### src/hdl/tppc_pkg.sv
package tppc_pkg;

    // fixed-point constants
    localparam logic signed [31:0] K_Q_Q30     = 32'sd1073849209; // FAR/(FAR-NEAR), Q2.30
    localparam logic signed [34:0] K_NEARQ_Q16 = 35'sd6554;       // NEAR*Q, Q16.16
    localparam logic signed [22:0] K_FOURPI    = 23'sd1335088;    // 4/pi, Q1.20
    localparam logic [45:0]        K_NDC_LIM   = 46'h2000_0000_0000; // 2^45
    localparam logic signed [47:0] K_ONE_Q16   = 48'sd65536;

    // widths
    localparam int W_SUM   = 33;
    localparam int W_DEPTH = 35;
    localparam int W_NUM   = 43;
    localparam int W_NDC   = 47;
    localparam int N_QBITS = 46;

    // pipeline depths
    localparam int LAT_FRONT  = 5;
    localparam int LAT_DIV    = N_QBITS + 2;
    localparam int LAT_SCREEN = 2;
    localparam int LAT_TOTAL  = LAT_FRONT + LAT_DIV + LAT_SCREEN + 1;

    // register indexes
    localparam logic [2:0] REG_OFFSET_X = 3'd0;
    localparam logic [2:0] REG_OFFSET_Y = 3'd1;
    localparam logic [2:0] REG_OFFSET_Z = 3'd2;
    localparam logic [2:0] REG_SCREEN_W = 3'd3;
    localparam logic [2:0] REG_SCREEN_H = 3'd4;
    localparam logic [2:0] REG_ASPECT   = 3'd5;

    typedef struct packed {
        logic signed [31:0] a_x;
        logic signed [31:0] a_y;
        logic signed [31:0] a_z;
        logic signed [31:0] b_x;
        logic signed [31:0] b_y;
        logic signed [31:0] b_z;
        logic signed [31:0] c_x;
        logic signed [31:0] c_y;
        logic signed [31:0] c_z;
    } t_tri_in;

    typedef struct packed {
        logic signed [31:0] scr_a_x;
        logic signed [31:0] scr_a_y;
        logic signed [31:0] scr_b_x;
        logic signed [31:0] scr_b_y;
        logic signed [31:0] scr_c_x;
        logic signed [31:0] scr_c_y;
        logic               draw_enable;
    } t_tri_out;

    // round(v / 2^s), half away from zero
    function automatic logic signed [63:0] f_rnd(input logic signed [63:0] v,
                                                 input int unsigned s);
        logic [63:0] m;
        logic [63:0] h;
        m = v[63] ? 64'(-v) : 64'(v);
        h = 64'(1) << (s - 1);
        m = (m + h) >> s;
        f_rnd = v[63] ? -$signed(m) : $signed(m);
    endfunction

endpackage

### src/hdl/tppc_screen.sv
module tppc_screen (
    input  logic                             i_clk,
    input  logic                             i_en,
    input  logic signed [tppc_pkg::W_NDC-1:0] i_nx,
    input  logic signed [tppc_pkg::W_NDC-1:0] i_ny,
    input  logic [12:0]                      i_w,
    input  logic [12:0]                      i_h,
    output logic signed [31:0]               o_x,
    output logic signed [31:0]               o_y,
    output logic                             o_outside
);
    import tppc_pkg::*;

    localparam logic signed [47:0] K_CLAMP = 48'sd8589934591; // 2^33-1, saturates anyway

    logic signed [47:0] vx, vy;
    logic signed [33:0] cx, cy;
    logic signed [47:0] r_px, r_py;
    logic signed [31:0] sx, sy;
    logic signed [31:0] r_x, r_y;
    logic               r_out;

    assign vx = K_ONE_Q16 + 48'(i_nx);
    assign vy = K_ONE_Q16 - 48'(i_ny);

    function automatic logic signed [33:0] f_clamp(input logic signed [47:0] v);
        if (v > K_CLAMP)       f_clamp = 34'(K_CLAMP);
        else if (v < -K_CLAMP) f_clamp = 34'(-K_CLAMP);
        else                   f_clamp = 34'(v);
    endfunction

    function automatic logic signed [31:0] f_half_sat(input logic signed [47:0] p);
        logic signed [47:0] r;
        r = p[47] ? (p >>> 1) : ((p + 48'sd1) >>> 1);
        if (r > 48'sd2147483647)       f_half_sat = 32'sh7FFF_FFFF;
        else if (r < -48'sd2147483648) f_half_sat = 32'sh8000_0000;
        else                           f_half_sat = 32'(r);
    endfunction

    assign cx = f_clamp(vx);
    assign cy = f_clamp(vy);
    assign sx = f_half_sat(r_px);
    assign sy = f_half_sat(r_py);

    always_ff @(posedge i_clk) begin
        if (i_en) begin
            r_px  <= 48'(cx) * 48'($signed({1'b0, i_w}));
            r_py  <= 48'(cy) * 48'($signed({1'b0, i_h}));
            r_x   <= sx;
            r_y   <= sy;
            r_out <= sx[31] || 33'(sx) > $signed({4'd0, i_w, 16'd0}) ||
                     sy[31] || 33'(sy) > $signed({4'd0, i_h, 16'd0});
        end
    end

    assign o_x       = r_x;
    assign o_y       = r_y;
    assign o_outside = r_out;

endmodule

### config.mk
export PLATFORM = sky130hd
export DESIGN_NAME = tppc_screen
export DESIGN_NICKNAME = d
export VERILOG_FILES = /design/src/hdl/tppc_pkg.sv /design/src/hdl/tppc_screen.sv
export SDC_FILE = /design/constraint.sdc
export NUM_CORES = 2
export LEC_CHECK = 0
export BUFFER_PORTS_ARGS = -buffer_cell sky130_fd_sc_hd__buf_2
export CORE_MARGIN = 1.5
export CORE_UTILIZATION = 40
export CTS_CLUSTER_SIZE = 40
export DETAILED_ROUTE_END_ITERATION = 7
export PLACE_DENSITY = 0.6
export SETUP_SLACK_MARGIN = 0.5
export SLEW_MARGIN = 20
export SYNTH_ARGS = -nofsm -noshare
export SYNTH_HDL_FRONTEND = slang
export SYNTH_SLANG_ARGS = --single-unit
### constraint.sdc
create_clock -name i_clk -period 15.93 [get_ports i_clk]
set_clock_uncertainty 0.1 [all_clocks]
set_input_delay 3.9825 -clock i_clk [delete_from_list [all_inputs] [get_ports i_clk]]
set_output_delay 3.9825 -clock i_clk [all_outputs]
set_load 0.05 [all_outputs]
# Word-level counts from Yosys, hierarchy flattened
# Cells that the tools add are included.
dict set report totals {
  ram_bits 0
  in_bits 122
  mem_bits_ro 0
  word_cells 34
  register_bits 161
  memories 0
  output_inout_bits 65
  latchBits 0
}
dict set report classes {
  n_bitwise 0
  n_lt_le_gt_ge 10
  n_addsub 4
  mul 2
  div 0
  mux 10
  n_eq_ne 0
  shifts 0
  n_reduce_logical 3
}
# cell n
set ops {}
lappend ops {{$mux 34} 4}
lappend ops {{$mux 32} 4}
lappend ops {{$add 48x2->48 const B} 2}
lappend ops {{$gt 48x32->1 const B} 2}
lappend ops {{$gt 48x34->1 const B} 2}
lappend ops {{$lt 48x32->1 const B} 2}
lappend ops {{$lt 48x34->1 const B} 2}
lappend ops {{$mul 34x14->48} 2}
lappend ops {{$mux 48} 2}
lappend ops {{$gt 32x30->1} 2}
lappend ops {{$add 18x47->48 const A} 1}
lappend ops {{$sub 18x47->48 const A} 1}
lappend ops {{$logic_or 1x1->1} 3}

# Logic depth before layout (Yosys ltp)
dict set report depth {
  ltp_word 9
  depth_mapped 41
  mapped_depth_nobuf 35
}

# Least setup slack after synthesis
# No wires, ideal clock.
dict set report synth_timing {
  path_kind {in2reg}
  startpoint {input port i_ny[0] (netlist bit)}
  endpoint {register r_py[46] (data pin)}
  n_path_buf 6
  path_stages 41
  t_required_ns 15.567
  arrival_ns 13.507
  setup_slack_ns 2.061
  path_cell_list {clkbuf_1 > inv_1 > ha_1 > or4b_2 > clkbuf_1 > nor2_1 > or4b_2 > clkbuf_1 > mux2i_1 > or3_1 > nor4_1 > a311oi_2 > nand2b_1 > buf_6 > buf_6 > nand2_2 > buf_4 > a21oi_1 > [5 not listed] > inv_1 > fa_1 > inv_1 > fa_1 > inv_1 > fa_1 > inv_1 > ha_1 > a211o_1 > a211oi_1 > nor3b_1 > a31oi_1 > a21o_1 > a211oi_1 > o21ai_0 > or3b_2 > a311oi_1 > xnor2_1}
}
dict set report synth_between {
  elab_chain_cells 5
  word_cells_on_any_way 6
  cone_classes {1 x add/sub; 1 x mul; 2 x order compare; 2 x mux}
}
# item line_no
set synth_rtl {}
lappend synth_rtl {{from (decl)} tppc_screen.sv:5} ;# input logic signed [tppc_pkg::W_NDC-1:0] i_ny,
lappend synth_rtl {{$sub 18x47->48 (*)} tppc_screen.sv:24} ;# assign vy = K_ONE_Q16 - 48'(i_ny);
lappend synth_rtl {{$lt 48x34->1} tppc_screen.sv:28} ;# else if (v < -K_CLAMP) f_clamp = 34'(-K_CLAMP);
lappend synth_rtl {{$mux 34} tppc_screen.sv:28}
lappend synth_rtl {{$mux 34 (*)} tppc_screen.sv:27} ;# if (v > K_CLAMP) f_clamp = 34'(K_CLAMP);
lappend synth_rtl {{$mul 34x14->48 (*)} tppc_screen.sv:48} ;# r_py <= 48'(cy) * 48'($signed({1'b0, i_h}));
lappend synth_rtl {{to (signal assigned)} tppc_screen.sv:48}
lappend synth_rtl {{to (decl)} tppc_screen.sv:18} ;# logic signed [47:0] r_px, r_py;
# Every way passes the cells marked *; elsewhere a longest branch is shown, timed or not.
# A chain may end at the register's enable or synchronous reset.

# Worst setup path after layout
dict set report layout_timing {
  startpoint {input port i_ny[5] (netlist bit)}
  endpoint {register r_py[47] (data pin)}
}
# Same word-level chain as after synthesis.

==> reports/metrics.yaml <==
clocking:
  cts_tree: "yes"
  cts-buffers-inserted: 17
  cts.reportedPaths.clkPinSlew_ns: 0.07
  clk_latency_ns: 0.45
  root_buffer: "clkbuf_16"
  cts_htree_levels: 4
  cts.repair.resized: 0
  cts_setup_buffers: 0
  cts_sinks: 161
  ctsHoldBuffers: 0
  cts_max_path_buffers: 2
timing:
  rsz0062_at_grt: "no"
  finalCritPeriodShare_pct: 92.6
  fin_setup_tns_ns: 0
  relSlewSlack_pct: 23.1
  max_freq_mhz: 67.8
  whs_ns: 0.626
  worst_pin_slew_ns: 1.15
  hold_viol_final: 0
  drv_slew: 0
  period_needed_ns: 14.75
  finalSetupViolCount: 0
synth:
  synth_edf_count: 161
  synthTopCellsByArea: "fa_1, edfxtp_1, inv_1"
  yosysTopAreaCellShare_pct: 38.2
  synthCells: 4760
  yosysWarningCount: 0
  syn_avg_cell_area_um2: 8.81
  ys_top_cells_by_count: "inv_1, fa_1, nand2_1"
  syn-cell-area_um2: 41900
  ys_ff_latch: 161
  ys.flop_type: "edfxtp_1"
  async_flop_share_pct: 0
  synth.most_common_cell: "inv_1"
  synth_fp_nets: 5933
  synth-seq-area-share_pct: 11.5
  synth_top_area_cell: "fa_1"
  synth_cell_type_count: 86
drt:
  drc: 0
  ant_nets: 0
  wl_per_cell_um: 20.4
  drt_iter0_drc: 2938
  dr.pass1.iters: 6
  via_per_inst: 5.42
  finalWirelength_um: 126000
  vias: 33578
placed_design:
  place_hpwl_um: 105000
  place_congestion: 0.965
  port_buffers: 186
min_path:
  holdCritStartpoint: "r_py[5]$_DFFE_PP_"
  hold_path_depth: 2
  min-delay-path-class: "flop to flop"
  hold_end: "o_y[4]$_DFFE_PP_"
setup_path:
  slowest_stage: "and2_1"
  rr_worst_depth: 20
  arrival_ns: 14.91
  max_stage_delay_ns: 0.86
  crit_required_ns: 16.09
  reg2reg_slack_ns: 9.18
  path_class: "input port to flop"
  startpoint_type: "input port"
  rr_startpoint: "r_py[1]$_DFFE_PP_"
  path_max_fanout: 25
  cp_common_cell: "fa_1"
  reg2reg_to: "o_outside$_DFFE_PP_"
  worst_setup_path_end_kind: "flop"
floorplan:
  die_w_um: 327
  io-pin-count: 187
  dieHeight_um: 327
  design.core.area_um2: 104000
  die_area_um2: 107000
  start_util_pct: 40.4
  rows: 118
global_route:
  grt_first_pass_wirelength_um: 197000
  grt_max_degree: 91
  grt_pass1_vias: 33836
  grt_overflow: 0
  antenna_found_initial: 2
  track_usage_pct: 23.7
flow_run:
  maxCapViolCount: 0
finish:
  syn2layout_area_growth_pct: 6.65
  final_nets: 5971
  layout-drive-gt1-share_pct: 6.65
status:
  outcome: "finished clean"
## worst max path at each step
stage                        from                 end  cells after the start
after global placement    i_ny[5]  r_py[41]$_DFFE_PP_                     31
after floorplan           i_ny[0]  r_py[46]$_DFFE_PP_                     41
after CTS                 i_ny[5]  r_py[41]$_DFFE_PP_                     31
after detailed placement  i_ny[5]  r_py[41]$_DFFE_PP_                     31
final                     i_ny[5]  r_py[47]$_DFFE_PP_                     31
after global routing      i_ny[5]  r_py[47]$_DFFE_PP_                     31
## flip-flops by register name, indices dropped and copies added, names as in the netlist
name / flops
o_x: 32
r_px: 48
o_outside: 1
o_y: 32
r_py: 48
## routing by layer
metal | wire length, µm | track usage (%) | vias to the layer above
li1 | - | - | 15254
met1 | 55000 | 33.9 | 16614
met2 | 56700 | 37.1 | 1473
met3 | 10700 | 3.94 | 237
met4 | 3810 | 6.26 | 0
met5 | 0 | 0 | -
## worst max-delay path: cells and delay by family
kind | cells | cell delay (ns)
compound gates | 11 | 3.10
xor+xnor | 1 | 0.42
fa+ha+maj | 7 | 3.53
buf+inv | 4 | 0.29
simple gates | 8 | 3.57
## layout by cell type, fill, tap and decap left out, types with 26 or more instances in the layout
| cell | netlist | final |
|---|---|---|
| a21o_1 | 57 | 57 |
| a21oi_1 | 211 | 203 |
| a31oi_1 | 27 | 26 |
| and2_1 | 85 | 84 |
| and3_1 | 63 | 63 |
| buf_2 | 31 | 185 |
| buf_4 | 3 | 43 |
| edfxtp_1 | 161 | 161 |
| fa_1 | 800 | 800 |
| ha_1 | 251 | 251 |
| inv_1 | 877 | 877 |
| nand2_1 | 568 | 568 |
| nand2b_1 | 30 | 30 |
| nand3_1 | 105 | 105 |
| nand4_1 | 50 | 50 |
| nor2_1 | 349 | 349 |
| nor2b_1 | 30 | 30 |
| nor3_1 | 54 | 54 |
| nor4_1 | 31 | 31 |
| o21ai_0 | 182 | 182 |
| o22ai_1 | 50 | 50 |
| xnor2_1 | 168 | 168 |
| xor2_1 | 109 | 109 |
## logic make-up after synthesis
family | count (synthesis) | share of synthesized area [%]
mux | 10 | 0.242
fa+ha+maj | 1051 | 45.7
xor+xnor | 277 | 5.79
flops | 161 | 11.5
buf+inv | 1089 | 10.1
compound gates | 706 | 10.4
simple gates | 1466 | 16.2
## metrics by stage
| step | setup WS, ns | cell area [µm²] | utilization, % | cells |
|---|---|---|---|---|
| floorplan | 2.06 | 41900 | - | 4760 |
| global placement | 1.09 | 44100 | 42.5 | 6159 |
| detailed placement | 0.876 | 44100 | 42.5 | 6159 |
| CTS | 1.38 | 44700 | 43.1 | 6191 |
| global route | 0.756 | 44700 | 43.1 | 6191 |
| finish | 1.18 | 44700 | 43.1 | 6193 |
## area by class of cell
type                    instances  area (µm²)
well taps                    1380        1730
fillers                     10232       59100
clock inverters                15         185
diodes                          2        5.00
flip-flops and latches        161        4830
inverters                     878        3300
repair buffers                230        1270
multi-input cells            3510       33000
clock buffers                  17         425
Power is left out: the tool's default activity adds up to more than one toggle a clock period on the data nets, which glitch-free logic cannot reach.
